## src/design/b64enc_pkg.sv

```systemverilog
// Package for the streaming Base64 encoder: payload structs, group record,
// padding constants and the sextet-to-ASCII alphabet function.
// No dependencies; every other design file refers to it by scoped names.
package b64enc_pkg;

    // Number of closed groups that may wait between the front and back parts.
    localparam int unsigned QUEUE_DEPTH = 2;

    localparam logic [7:0] PAD_CHAR   = 8'h3D;  // '='
    localparam logic [7:0] PLUS_CHAR  = 8'h2B;  // '+'
    localparam logic [7:0] SLASH_CHAR = 8'h2F;  // '/'

    // Number of message bytes carried by a closed group.
    localparam logic [1:0] GROUP_ONE   = 2'd1;
    localparam logic [1:0] GROUP_TWO   = 2'd2;
    localparam logic [1:0] GROUP_THREE = 2'd3;

    typedef struct packed {
        logic [7:0] data_byte;
        logic       final_byte;
    } in_item_t;

    typedef struct packed {
        logic [7:0] out_char;
        logic       run_end;
        logic       message_end;
    } out_item_t;

    // A closed group of one to three bytes; bytes not present are zero.
    typedef struct packed {
        logic [7:0] byte0;
        logic [7:0] byte1;
        logic [7:0] byte2;
        logic [1:0] count;
        logic       last_group;
    } group_t;

    // Standard alphabet: A-Z, a-z, 0-9, '+', '/'.
    function automatic logic [7:0] sextet_char(input logic [5:0] v);
        logic [7:0] w;
        logic [7:0] c;
        begin
            w = {2'b00, v};
            if (v < 6'd26)
            begin
                c = w + 8'd65;
            end
            else if (v < 6'd52)
            begin
                c = w + 8'd71;
            end
            else if (v < 6'd62)
            begin
                c = w - 8'd4;
            end
            else if (v == 6'd62)
            begin
                c = PLUS_CHAR;
            end
            else
            begin
                c = SLASH_CHAR;
            end
            return c;
        end
    endfunction

endpackage

```

## src/design/b64enc_front.sv

```systemverilog
// Front part of the Base64 encoder: accepts bytes and collects them into groups.
// Uses b64enc_pkg; pushes each closed group into the group queue.
module b64enc_front (
    input  logic                clk,
    input  logic                rst_n,
    input  logic                in_valid,
    output logic                in_ready,
    input  b64enc_pkg::in_item_t in_item,
    input  logic                queue_full,
    output logic                push,
    output b64enc_pkg::group_t  push_group
);

    typedef enum logic [1:0] {
        FILL_NONE = 2'd0,
        FILL_ONE  = 2'd1,
        FILL_TWO  = 2'd2
    } fill_t;

    fill_t      fill_reg;
    fill_t      fill_next;
    logic [7:0] held_first_reg;
    logic [7:0] held_first_next;
    logic [7:0] held_second_reg;
    logic [7:0] held_second_next;
    logic       fire;

    assign in_ready = !queue_full;
    assign fire     = in_valid && in_ready;

    always_comb
    begin
        fill_next        = fill_reg;
        held_first_next  = held_first_reg;
        held_second_next = held_second_reg;
        push             = 1'b0;
        push_group       = '0;
        push_group.last_group = in_item.final_byte;
        unique case (fill_reg)
            FILL_NONE:
            begin
                push_group.byte0 = in_item.data_byte;
                push_group.count = b64enc_pkg::GROUP_ONE;
                if (fire)
                begin
                    held_first_next = in_item.data_byte;
                    push            = in_item.final_byte;
                    fill_next       = in_item.final_byte ? FILL_NONE : FILL_ONE;
                end
            end
            FILL_ONE:
            begin
                push_group.byte0 = held_first_reg;
                push_group.byte1 = in_item.data_byte;
                push_group.count = b64enc_pkg::GROUP_TWO;
                if (fire)
                begin
                    held_second_next = in_item.data_byte;
                    push             = in_item.final_byte;
                    fill_next        = in_item.final_byte ? FILL_NONE : FILL_TWO;
                end
            end
            FILL_TWO:
            begin
                push_group.byte0 = held_first_reg;
                push_group.byte1 = held_second_reg;
                push_group.byte2 = in_item.data_byte;
                push_group.count = b64enc_pkg::GROUP_THREE;
                if (fire)
                begin
                    push      = 1'b1;
                    fill_next = FILL_NONE;
                end
            end
            default:
            begin
                // An unused fill code behaves as an empty group.
                push_group.byte0 = in_item.data_byte;
                push_group.count = b64enc_pkg::GROUP_ONE;
                if (fire)
                begin
                    held_first_next = in_item.data_byte;
                    push            = in_item.final_byte;
                    fill_next       = in_item.final_byte ? FILL_NONE : FILL_ONE;
                end
            end
        endcase
    end

    always_ff @(posedge clk or negedge rst_n)
    begin
        if (!rst_n)
        begin
            fill_reg        <= FILL_NONE;
            held_first_reg  <= '0;
            held_second_reg <= '0;
        end
        else
        begin
            fill_reg        <= fill_next;
            held_first_reg  <= held_first_next;
            held_second_reg <= held_second_next;
        end
    end

endmodule

```

## src/design/b64enc_queue.sv

```systemverilog
// Short queue of closed groups between the front and back parts.
// Uses b64enc_pkg for the group record; depth is set by the Depth parameter.
module b64enc_queue #(
    parameter int unsigned Depth = b64enc_pkg::QUEUE_DEPTH
) (
    input  logic               clk,
    input  logic               rst_n,
    input  logic               push,
    input  b64enc_pkg::group_t push_group,
    output logic               full,
    input  logic               pop,
    output b64enc_pkg::group_t pop_group,
    output logic               empty
);

    localparam int unsigned PtrW = (Depth > 1) ? $clog2(Depth) : 1;
    localparam int unsigned CntW = $clog2(Depth + 1);

    b64enc_pkg::group_t mem_reg [Depth];
    logic [PtrW-1:0]    wr_ptr_reg;
    logic [PtrW-1:0]    wr_ptr_next;
    logic [PtrW-1:0]    rd_ptr_reg;
    logic [PtrW-1:0]    rd_ptr_next;
    logic [CntW-1:0]    count_reg;
    logic [CntW-1:0]    count_next;

    assign full      = (count_reg == CntW'(Depth));
    assign empty     = (count_reg == '0);
    assign pop_group = mem_reg[rd_ptr_reg];

    always_comb
    begin
        wr_ptr_next = wr_ptr_reg;
        rd_ptr_next = rd_ptr_reg;
        count_next  = count_reg;
        if (push)
        begin
            wr_ptr_next = (wr_ptr_reg == PtrW'(Depth - 1)) ? '0 : wr_ptr_reg + 1'b1;
        end
        if (pop)
        begin
            rd_ptr_next = (rd_ptr_reg == PtrW'(Depth - 1)) ? '0 : rd_ptr_reg + 1'b1;
        end
        if (push && !pop)
        begin
            count_next = count_reg + 1'b1;
        end
        else if (pop && !push)
        begin
            count_next = count_reg - 1'b1;
        end
    end

    always_ff @(posedge clk or negedge rst_n)
    begin
        if (!rst_n)
        begin
            wr_ptr_reg <= '0;
            rd_ptr_reg <= '0;
            count_reg  <= '0;
        end
        else
        begin
            wr_ptr_reg <= wr_ptr_next;
            rd_ptr_reg <= rd_ptr_next;
            count_reg  <= count_next;
        end
    end

    always_ff @(posedge clk)
    begin
        if (push)
        begin
            mem_reg[wr_ptr_reg] <= push_group;
        end
    end

endmodule

```

## src/design/b64enc_back.sv

```systemverilog
// Back part of the Base64 encoder: turns each group into four characters.
// Uses b64enc_pkg; pops groups from the queue and drives the output register.
module b64enc_back (
    input  logic                  clk,
    input  logic                  rst_n,
    input  logic                  queue_empty,
    input  b64enc_pkg::group_t    pop_group,
    output logic                  pop,
    output logic                  out_valid,
    input  logic                  out_ready,
    output b64enc_pkg::out_item_t out_item
);

    b64enc_pkg::group_t    group_reg;
    b64enc_pkg::group_t    group_next;
    logic                  busy_reg;
    logic                  busy_next;
    logic [1:0]            idx_reg;
    logic [1:0]            idx_next;
    logic                  out_valid_reg;
    logic                  out_valid_next;
    b64enc_pkg::out_item_t out_item_reg;
    b64enc_pkg::out_item_t out_item_next;
    logic                  advance;
    logic [5:0]            sextet;
    logic                  pad;

    // A character moves into the output register when it is empty or draining.
    assign advance = busy_reg && (!out_valid_reg || out_ready);
    assign pop     = !queue_empty && (!busy_reg || (advance && idx_reg == 2'd3));

    always_comb
    begin
        case (idx_reg)
            2'd0:    sextet = group_reg.byte0[7:2];
            2'd1:    sextet = {group_reg.byte0[1:0], group_reg.byte1[7:4]};
            2'd2:    sextet = {group_reg.byte1[3:0], group_reg.byte2[7:6]};
            default: sextet = group_reg.byte2[5:0];
        endcase
        pad = ((idx_reg == 2'd2) && (group_reg.count == b64enc_pkg::GROUP_ONE))
            || ((idx_reg == 2'd3) && (group_reg.count != b64enc_pkg::GROUP_THREE));
    end

    always_comb
    begin
        group_next     = group_reg;
        busy_next      = busy_reg;
        idx_next       = idx_reg;
        out_valid_next = out_valid_reg && !out_ready;
        out_item_next  = out_item_reg;
        if (advance)
        begin
            out_valid_next            = 1'b1;
            out_item_next.out_char    = pad ? b64enc_pkg::PAD_CHAR
                                            : b64enc_pkg::sextet_char(sextet);
            out_item_next.run_end     = (idx_reg == 2'd3);
            out_item_next.message_end = (idx_reg == 2'd3) && group_reg.last_group;
            idx_next                  = idx_reg + 2'd1;
            if (idx_reg == 2'd3)
            begin
                busy_next = 1'b0;
            end
        end
        if (pop)
        begin
            group_next = pop_group;
            busy_next  = 1'b1;
            idx_next   = 2'd0;
        end
    end

    always_ff @(posedge clk or negedge rst_n)
    begin
        if (!rst_n)
        begin
            busy_reg      <= 1'b0;
            idx_reg       <= '0;
            out_valid_reg <= 1'b0;
        end
        else
        begin
            busy_reg      <= busy_next;
            idx_reg       <= idx_next;
            out_valid_reg <= out_valid_next;
        end
    end

    always_ff @(posedge clk)
    begin
        group_reg    <= group_next;
        out_item_reg <= out_item_next;
    end

    assign out_valid = out_valid_reg;
    assign out_item  = out_item_reg;

endmodule

```

## src/design/base64_stream_encoder.sv

```systemverilog
// Top level of the streaming Base64 encoder (standard alphabet, '=' padding).
// Uses b64enc_pkg and instantiates b64enc_front, b64enc_queue and b64enc_back.
//
// The encoder takes a message one byte per transfer, with final_byte set on
// its last byte, and gives four ASCII characters for every group of three
// bytes; a message that ends on a partial group of one or two bytes gives
// four characters ending in two or one '='. run_end marks the fourth
// character of each group and message_end the last character of the
// message. A byte is taken in every cycle while the group queue has room,
// and characters leave at one per cycle while out_ready is high. The back
// part turns one queued group into one character per cycle, while out_ready
// is high, through a single output register. The byte that closes a group
// is written into the queue, the group then moves into the back part's
// group register, and its first character into the output register. The
// QueueDepth parameter sets how many closed groups may wait between the
// byte side and the character side before the input is held off.
module base64_stream_encoder #(
    parameter int unsigned QueueDepth = b64enc_pkg::QUEUE_DEPTH
) (
    input  logic                  clk,
    input  logic                  rst_n,
    input  logic                  in_valid,
    output logic                  in_ready,
    input  b64enc_pkg::in_item_t  in_item,
    output logic                  out_valid,
    input  logic                  out_ready,
    output b64enc_pkg::out_item_t out_item
);

    logic               push;
    b64enc_pkg::group_t push_group;
    logic               queue_full;
    logic               pop;
    b64enc_pkg::group_t pop_group;
    logic               queue_empty;

    // Collects bytes and closes a group on its third byte or on the last byte.
    b64enc_front u_front (
        .clk        (clk),
        .rst_n      (rst_n),
        .in_valid   (in_valid),
        .in_ready   (in_ready),
        .in_item    (in_item),
        .queue_full (queue_full),
        .push       (push),
        .push_group (push_group)
    );

    // Lets the byte side keep going while the character side is stalled.
    b64enc_queue #(
        .Depth (QueueDepth)
    ) u_queue (
        .clk        (clk),
        .rst_n      (rst_n),
        .push       (push),
        .push_group (push_group),
        .full       (queue_full),
        .pop        (pop),
        .pop_group  (pop_group),
        .empty      (queue_empty)
    );

    // Emits the four characters of each group, one per cycle while out_ready is high.
    b64enc_back u_back (
        .clk         (clk),
        .rst_n       (rst_n),
        .queue_empty (queue_empty),
        .pop_group   (pop_group),
        .pop         (pop),
        .out_valid   (out_valid),
        .out_ready   (out_ready),
        .out_item    (out_item)
    );

endmodule

```

## config.mk

```make
export PLATFORM = sky130hd
export DESIGN_NAME = base64_stream_encoder
export DESIGN_NICKNAME = d
export VERILOG_FILES = /design/src/design/b64enc_pkg.sv /design/src/design/b64enc_front.sv /design/src/design/b64enc_queue.sv /design/src/design/b64enc_back.sv /design/src/design/base64_stream_encoder.sv
export SDC_FILE = /design/constraint.sdc
export NUM_CORES = 1
export LEC_CHECK = 0
export ABC_AREA = 1
export BUFFER_PORTS_ARGS = -buffer_cell sky130_fd_sc_hd__buf_2
export CAP_MARGIN = 20
export CORE_ASPECT_RATIO = 1.2
export CORE_MARGIN = 2
export CORE_UTILIZATION = 60
export DETAILED_ROUTE_END_ITERATION = 7
export GPL_ROUTABILITY_DRIVEN = 0
export PLACE_DENSITY = 0.78
export SLEW_MARGIN = 5
export SYNTH_ARGS = -nofsm -noshare
export SYNTH_HDL_FRONTEND = slang
export SYNTH_SLANG_ARGS = --single-unit
```

## constraint.sdc

```tcl
create_clock -name clk -period 3.8 [get_ports clk]
set_input_delay 0.38 -clock clk [delete_from_list [all_inputs] [get_ports clk]]
set_output_delay 0.38 -clock clk [all_outputs]
set_load 0.02 [all_outputs]
```

==> metrics.txt, run 1 <==
Worst setup SP type=flip-flop; Post-synth EDFFs=91; Die X-Extent=88.7 um; Final Util=69.8%; area grow syn2layout=14.5%; Clock Pin Slew Worst Setup and Hold Paths=0.05 ns; top_reg_cell synth=edfxtp_1; CTS Sinks=117; status=finished, final reports clean; ys async rst share=22.2%; Synth area leader=edfxtp_1; CP Capture Type=flip-flop; Worst slew margin=59.4%; Via Count=3374; Synth area leaders=edfxtp_1 53%, nand2_1 14%, dfrtp_1 13%, inv_1 2.8%, o21ai_0 2.6%; global-route wire length before repair=15400 um; worst endpoint required time=3.99 ns; Overall Global Routing Usage=22.4%; final setup fails=0; detailed placement HPWL=6360 um; Clock Skew=0.00724 ns; fin nets=549; vias per cell=5.16; max-cap violations=0; Worst R2R Start=u_front.fill_reg[0]$_DFFE_PN0P_; number of fill cells=591; Clock Latency Late Sink=0.51 ns; GRT overflow=0; die area=0.00936 mm2; Warnings, synthesis=0; root buf cell=clkbuf_8; post-synth cell types=34; Setup crit start=u_front.fill_reg[0]$_DFFE_PN0P_; Critical Path Fanout Max=19; R2R depth=5; flops & latches, synth=117; antenna cell count=0; Worst Hold End=u_queue.mem_reg[0][0]$_DFFE_PP_; Placeable Area=0.00847 mm2; Comb power frac=37.8%; share of cells above drive strength 1=16.0%; drt first pass iters=5; worst hold margin=0.142 ns; Fin. Hold Viols=0; NetSw=2080 uW; I/O pin total=25; Reg power frac=38.3%; dpl cells=623; Slew @ Worst Pin=0.609 ns; hold path cells=1; Mapped Avg Cell Area=10.5 um2; Die Y-Extent=106 um; row cnt=37; CTS Buffer Depth=2; residual DRC count=0; Setup Total Neg Slack=0 ns; period utilization=62.6%; final slew viol count=0; pin count of the biggest net entering global routing=32; area share of the largest cell type after synthesis=52.9%; Seq/Total Area, Yosys=65.6%; r2r endpoint=u_queue.mem_reg[1][10]$_DFFE_PP_; vias in the first global route=3427; Int Power=3460 uW; Post-Syn Nets=513; initial drt markers=204; initial antenna violation count=0; RSZ-0062 raised after global routing=false; Hold Crit Start=in_item[0]; H-tree depth=4; Net Sw Frac=37.5%; max reg flops=54; Final Non-Filler Cells=654; Tightest Hold Check Type=input pin to flip-flop; total power=5540 uW; most instantiated library cell after synthesis=nand2_1; Mapped Cells=490; Peak VDD IR=0.493 mV; clock group share of total power=23.9%; wire per inst=14.0 um; synth cell count leaders=198 x nand2_1, 91 x edfxtp_1, 38 x inv_1; post-synthesis instance area=0.00516 mm2; minimum clock period=2.38 ns; critical path class=flip-flop to flip-flop; final WL=9180 um; Initial Util=60.9%; CTS tree=done; pwr dens=937 mW/mm2; Lkg Pwr=0.00259 uW; Final ANT Viol Nets=0; port bufs=24; Fmax=0.420 GHz; R2R setup slack=1.42 ns; total CTS buffers=17; Worst Path Arrival=2.57 ns
==> cell type report <==
class	instances	area (um2)	share of cell area [%]
Sequential cell	117	3380	57.2
Clock inverter	9	63.8	1.08
Timing Repair Buffer	30	168	2.84
Multi-Input combinational cell	317	1560	26.4
Tap cell	117	146	2.48
Clock buffer	21	429	7.26
Inverter	43	161	2.73
==> metal layers <==
metal	vias to the layer above	global-route usage, %	part of all wire [%]
li1	1665	-	-
met1	1595	24.0	38
met2	98	38.6	55
met3	16	7.44	4.1
met4	0	10.8	2.6
met5	-	0	0
==> how the worst max path moves through the flow <==
stage,endpoint,cells past startpoint
finish,u_queue.mem_reg[1][10]$_DFFE_PP_,5
global route,u_queue.count_reg[1]$_DFFE_PN0P_,8
CTS,u_queue.mem_reg[1][7]$_DFFE_PP_,5
detailed placement,u_queue.mem_reg[0][9]$_DFFE_PP_,5
global placement,u_queue.mem_reg[1][10]$_DFFE_PP_,5
floorplan,u_queue.count_reg[1]$_DFFE_PN0P_,8
==> cell usage in the layout (no fill, tap or decap), types with 2 or more instances in the layout <==
master,Yosys,final
o21bai_2,2,2
ha_1,10,10
nand3_1,5,5
inv_2,4,4
nand2_4,2,2
buf_4,0,5
edfxtp_1,91,91
nor2_4,6,6
clkinv_2,0,3
xor2_1,4,4
a21oi_2,1,2
buf_2,0,24
nand2_1,198,198
nor3_1,2,2
clkbuf_16,0,16
o21ai_1,2,2
nand2_2,6,6
o21bai_4,2,2
clkinv_1,1,6
clkbuf_1,12,4
a21oi_1,14,13
nor2_2,7,9
dfrtp_1,26,26
inv_1,38,38
nor2_1,18,16
o21ai_0,27,27
==> kinds of logic (layout without fill, tap and decap cells) <==
logic type / count (synthesis) / count (layout) / share of synthesized area, %
buffers and inverters: 56 / 103 / 4.39
other: 1 / 1 / 0.0727
adders and majority gates: 10 / 10 / 2.42
DFF: 117 / 117 / 65.6
and+or+nand+nor: 248 / 248 / 20.5
xor gates and xnor gates: 5 / 5 / 0.848
AOI/OAI and AO/OA: 53 / 53 / 6.23
==> per-stage QoR <==
step / cell area (um2) / setup WS, ns
floorplan: 5160 / 0.563
global placement: 5410 / 1.51
detailed placement: 5410 / 1.42
CTS: 5910 / 1.40
global route: 5910 / 1.17
finish: 5910 / 1.42
==> worst max-delay path, cell delays in order, from the launching register on <==
cell and delay, ns:
dfrtp_1 0.38, inv_1 0.08, ha_1 0.49, o21ai_0 0.32, nor2_2 0.43, buf_4 0.35
==> what timing repair did <==
item                                   4_1_cts  5_1_grt
gates resized for setup                      0        0
endpoints found under the hold margin       26        0
buffers inserted                             0        0
hold buffers                                 1        0
==> power by group through the flow <==
stage,registers [uW],clock network [uW],logic (uW)
after floorplan,2180,0,1540
after global placement,2130,0,1990
after detailed placement,2140,0,2070
after CTS,2120,1340,2090
after global routing,2160,1410,2380
final,2120,1330,2090
Power figures use the tool's default switching activity.
==> inputs of run 2 (changes only) <==
Settings changed: ABC_AREA 1 to 0, CORE_UTILIZATION 60 to 55, PLACE_DENSITY 0.78 to 0.76.
Clock period 3.8 ns to 2.11 ns, I/O delays scaled along.
==> run 2 against run 1 <==
  * The run now ends with negative setup slack left
  * Die area is 5.6% higher
  * Fmax is 5.0% higher
  * Clock power is 110% higher
  * Critical path depth is 4 higher
  * Hold slack worse by 0.11 ns
  * Register-to-register slack worse by 1.6 ns
  * Design area is 8.6% higher
  * Combinational power is 110% higher
  * Synthesized cell count is 34% lower
==> metrics.txt, run 2 <==
status=complete, but fails checks; failing checks=negative setup slack; root buf cell=clkbuf_8; row cnt=38; area share of the largest cell type after synthesis=54.6%; multiplexer area fraction after synthesis=13.2%; Fmax=0.441 GHz; initial antenna violation count=0; Int Power=7300 uW; Die Y-Extent=109 um; post-synthesis instance area=0.00501 mm2; Clock Pin Slew Worst Setup and Hold Paths=0.06 ns; xor/xnor share of the synthesized area=1.40%; simple-gate portion of the synthesized area=5.47%; main combinational cell family by area after synthesis=multiplexers; Warnings, synthesis=0; Clock Skew=0.00841 ns; most instantiated library cell after synthesis=edfxtp_1; clock group share of total power=25.7%; Lkg Pwr=0.00243 uW; Seq/Total Area, Yosys=67.6%; Mapped Avg Cell Area=15.5 um2; Synth Area in Adders=2.50%; NetSw=3490 uW; final slew viol count=0; Post-Syn Nets=347; Placeable Area=0.00894 mm2; hold path cells=3; CTS Sinks=117; wire per inst=17.6 um; Slew @ Worst Pin=0.640 ns; antenna cell count=0; RSZ-0062 raised after global routing=true; Setup Total Neg Slack=-0.418 ns; vias per cell=5.45; I/O pin total=25; drt first pass iters=7; max-cap violations=0; pin count of the biggest net entering global routing=31; setup ws final=-0.157 ns; R2R depth=9; top_reg_cell synth=edfxtp_1; H-tree depth=4; vias in the first global route=3037; port bufs=24; Critical Path Fanout Max=6; Die X-Extent=91.1 um; die area=0.00989 mm2; area grow syn2layout=28.3%; ys async rst share=22.2%; Via Count=2958; minimum clock period=2.27 ns; flops & latches, synth=117; Synth area leaders=edfxtp_1 55%, dfrtp_1 13%, mux2_2 12%, ha_1 2.5%, and2_1 1.4%; synth cell count leaders=91 x edfxtp_1, 53 x mux2_2, 26 x dfrtp_1; GRT overflow=0; Reg power frac=33.3%; CTS Buffer Depth=2; total CTS buffers=17; Initial Util=56.0%; post-synth cell types=47; Worst setup SP type=flip-flop; commonest non-fill, non-tap cells in the layout=91 x edfxtp_1, 51 x mux2_2, 39 x buf_4, 25 x dfrtp_1, 24 x buf_2; Comb power frac=40.9%; Worst slew margin=57.3%; final setup fails=4; initial drt markers=256; Overall Global Routing Usage=20.9%; Tightest Hold Check Type=input pin to flip-flop; global-route wire length before repair=15300 um; post-synthesis compound-gate area fraction=7.42%; pwr dens=1680 mW/mm2; most common cell after layout, fill and taps aside=edfxtp_1; Worst Path Arrival=2.61 ns; Peak VDD IR=0.993 mV; final WL=9580 um; share of cells above drive strength 1=42.3%; fin nets=433; Net Sw Frac=32.3%; period utilization=107%; Fin. Hold Viols=0; worst endpoint required time=2.46 ns; post-route cell area=0.00642 mm2; CP Capture Type=flip-flop; max reg flops=54; residual DRC count=0; Final ANT Viol Nets=0; Final Util=71.9%; CTS tree=done; Clock Latency Late Sink=0.52 ns; Post-Place Worst Slack=-0.219 ns; Post-synth EDFFs=91; Mapped Cells=324; critical path class=flip-flop to flip-flop; Placed Instance Area=0.00553 mm2; Synth area leader=edfxtp_1; detailed placement HPWL=5940 um
[run 2: changes by cell type after synthesis, sizes merged, moves of 5 or more]
cell | previous run | this run
a222oi | 0 | 6
mux2 | 0 | 54
o21ai | 30 | 5
and2 | 0 | 11
nand2 | 206 | 14
o21bai | 5 | 0
a22oi | 0 | 8
nor2 | 32 | 15
inv | 42 | 16
[run 2: per-layer routing]
layer | track usage (%) | wire [um]
met2 | 34.6 | 4940
met1 | 25.3 | 4040
met5 | 0 | 0
met3 | 6.34 | 419
met4 | 9.85 | 183
[run 2: final cells by class]
cell class                      instances  area, um2
Multi-Input combinational cell        180       1660
Fill cell                             586       2520
Clock inverter                         15        163
Tap cell                              120        150
Clock buffer                           17        414
Inverter                               17       80.1
Sequential cell                       117       3380
Timing Repair Buffer                   77        574
[run 2: final timing paths]
check | end | from | slack [ns]
max | u_back.out_item[6]$_SDFFCE_PP1P_ | u_back.idx_reg[1]$_DFFE_PN0P_ | -0.16
min | u_front.fill_reg[0]$_DFFE_PN0P_ | in_valid | 0.03
max reg2reg | u_back.out_item[6]$_SDFFCE_PP1P_ | u_back.idx_reg[1]$_DFFE_PN0P_ | -0.16
min reg2reg | u_front.held_first_reg[7]$_DFFE_PN0P_ | u_front.held_first_reg[7]$_DFFE_PN0P_ | 0.50
max in group asynchronous | u_back.idx_reg[0]$_DFFE_PN0P_ | rst_n | 1.40
min in group asynchronous | u_queue.wr_ptr_reg$_DFFE_PN0P_ | rst_n | 0.25
[run 2: cell families (layout without fill, tap and decap cells)]
| group | count (synthesis) | in the layout |
|---|---|---|
| other | 1 | 1 |
| DFF | 117 | 117 |
| xor gates and xnor gates | 8 | 8 |
| buffers and inverters | 27 | 126 |
| adders and majority gates | 10 | 10 |
| AOI/OAI and AO/OA | 49 | 49 |
| muxes | 58 | 58 |
| and+or+nand+nor | 54 | 54 |
[run 2: critical path: stages, from the launching register on]
cell      delay, ns
dfrtp_1        0.40
buf_4          0.15
ha_4           0.17
buf_4          0.14
a222oi_1       0.21
buf_4          0.20
mux2_4         0.22
nor2_1         0.08
a32o_1         0.29
o311ai_2       0.24
[run 2: what timing repair did]
action | 4_1_cts | 5_1_grt
hold endpoints to repair | 47 | 0
setup buffers | 6 | 8
pin swaps | 5 | 10
resized for setup | 3 | 17
hold buffers | 11 | 0
setup endpoints to repair | 7 | 35
[run 2: stage by stage]
stage / power, uW / cells / hold slack (ns)
2_1_floorplan: 6210 / 324 / -0.0846
3_3_place_gp: 7220 / 487 / 0.263
3_5_place_dp: 7380 / 487 / 0.282
4_1_cts: 10400 / 536 / 0.0101
5_1_grt: 11300 / 543 / 0.0489
6_report: 10800 / 543 / 0.0289
[run 2: power groups by stage]
stage	Combinational (uW)	Sequential, uW	Clock, uW
floorplan	2540	3670	0
global placement	3630	3590	0
detailed placement	3760	3620	0
CTS	3990	3590	2810
global route	4760	3640	2920
finish	4420	3590	2780
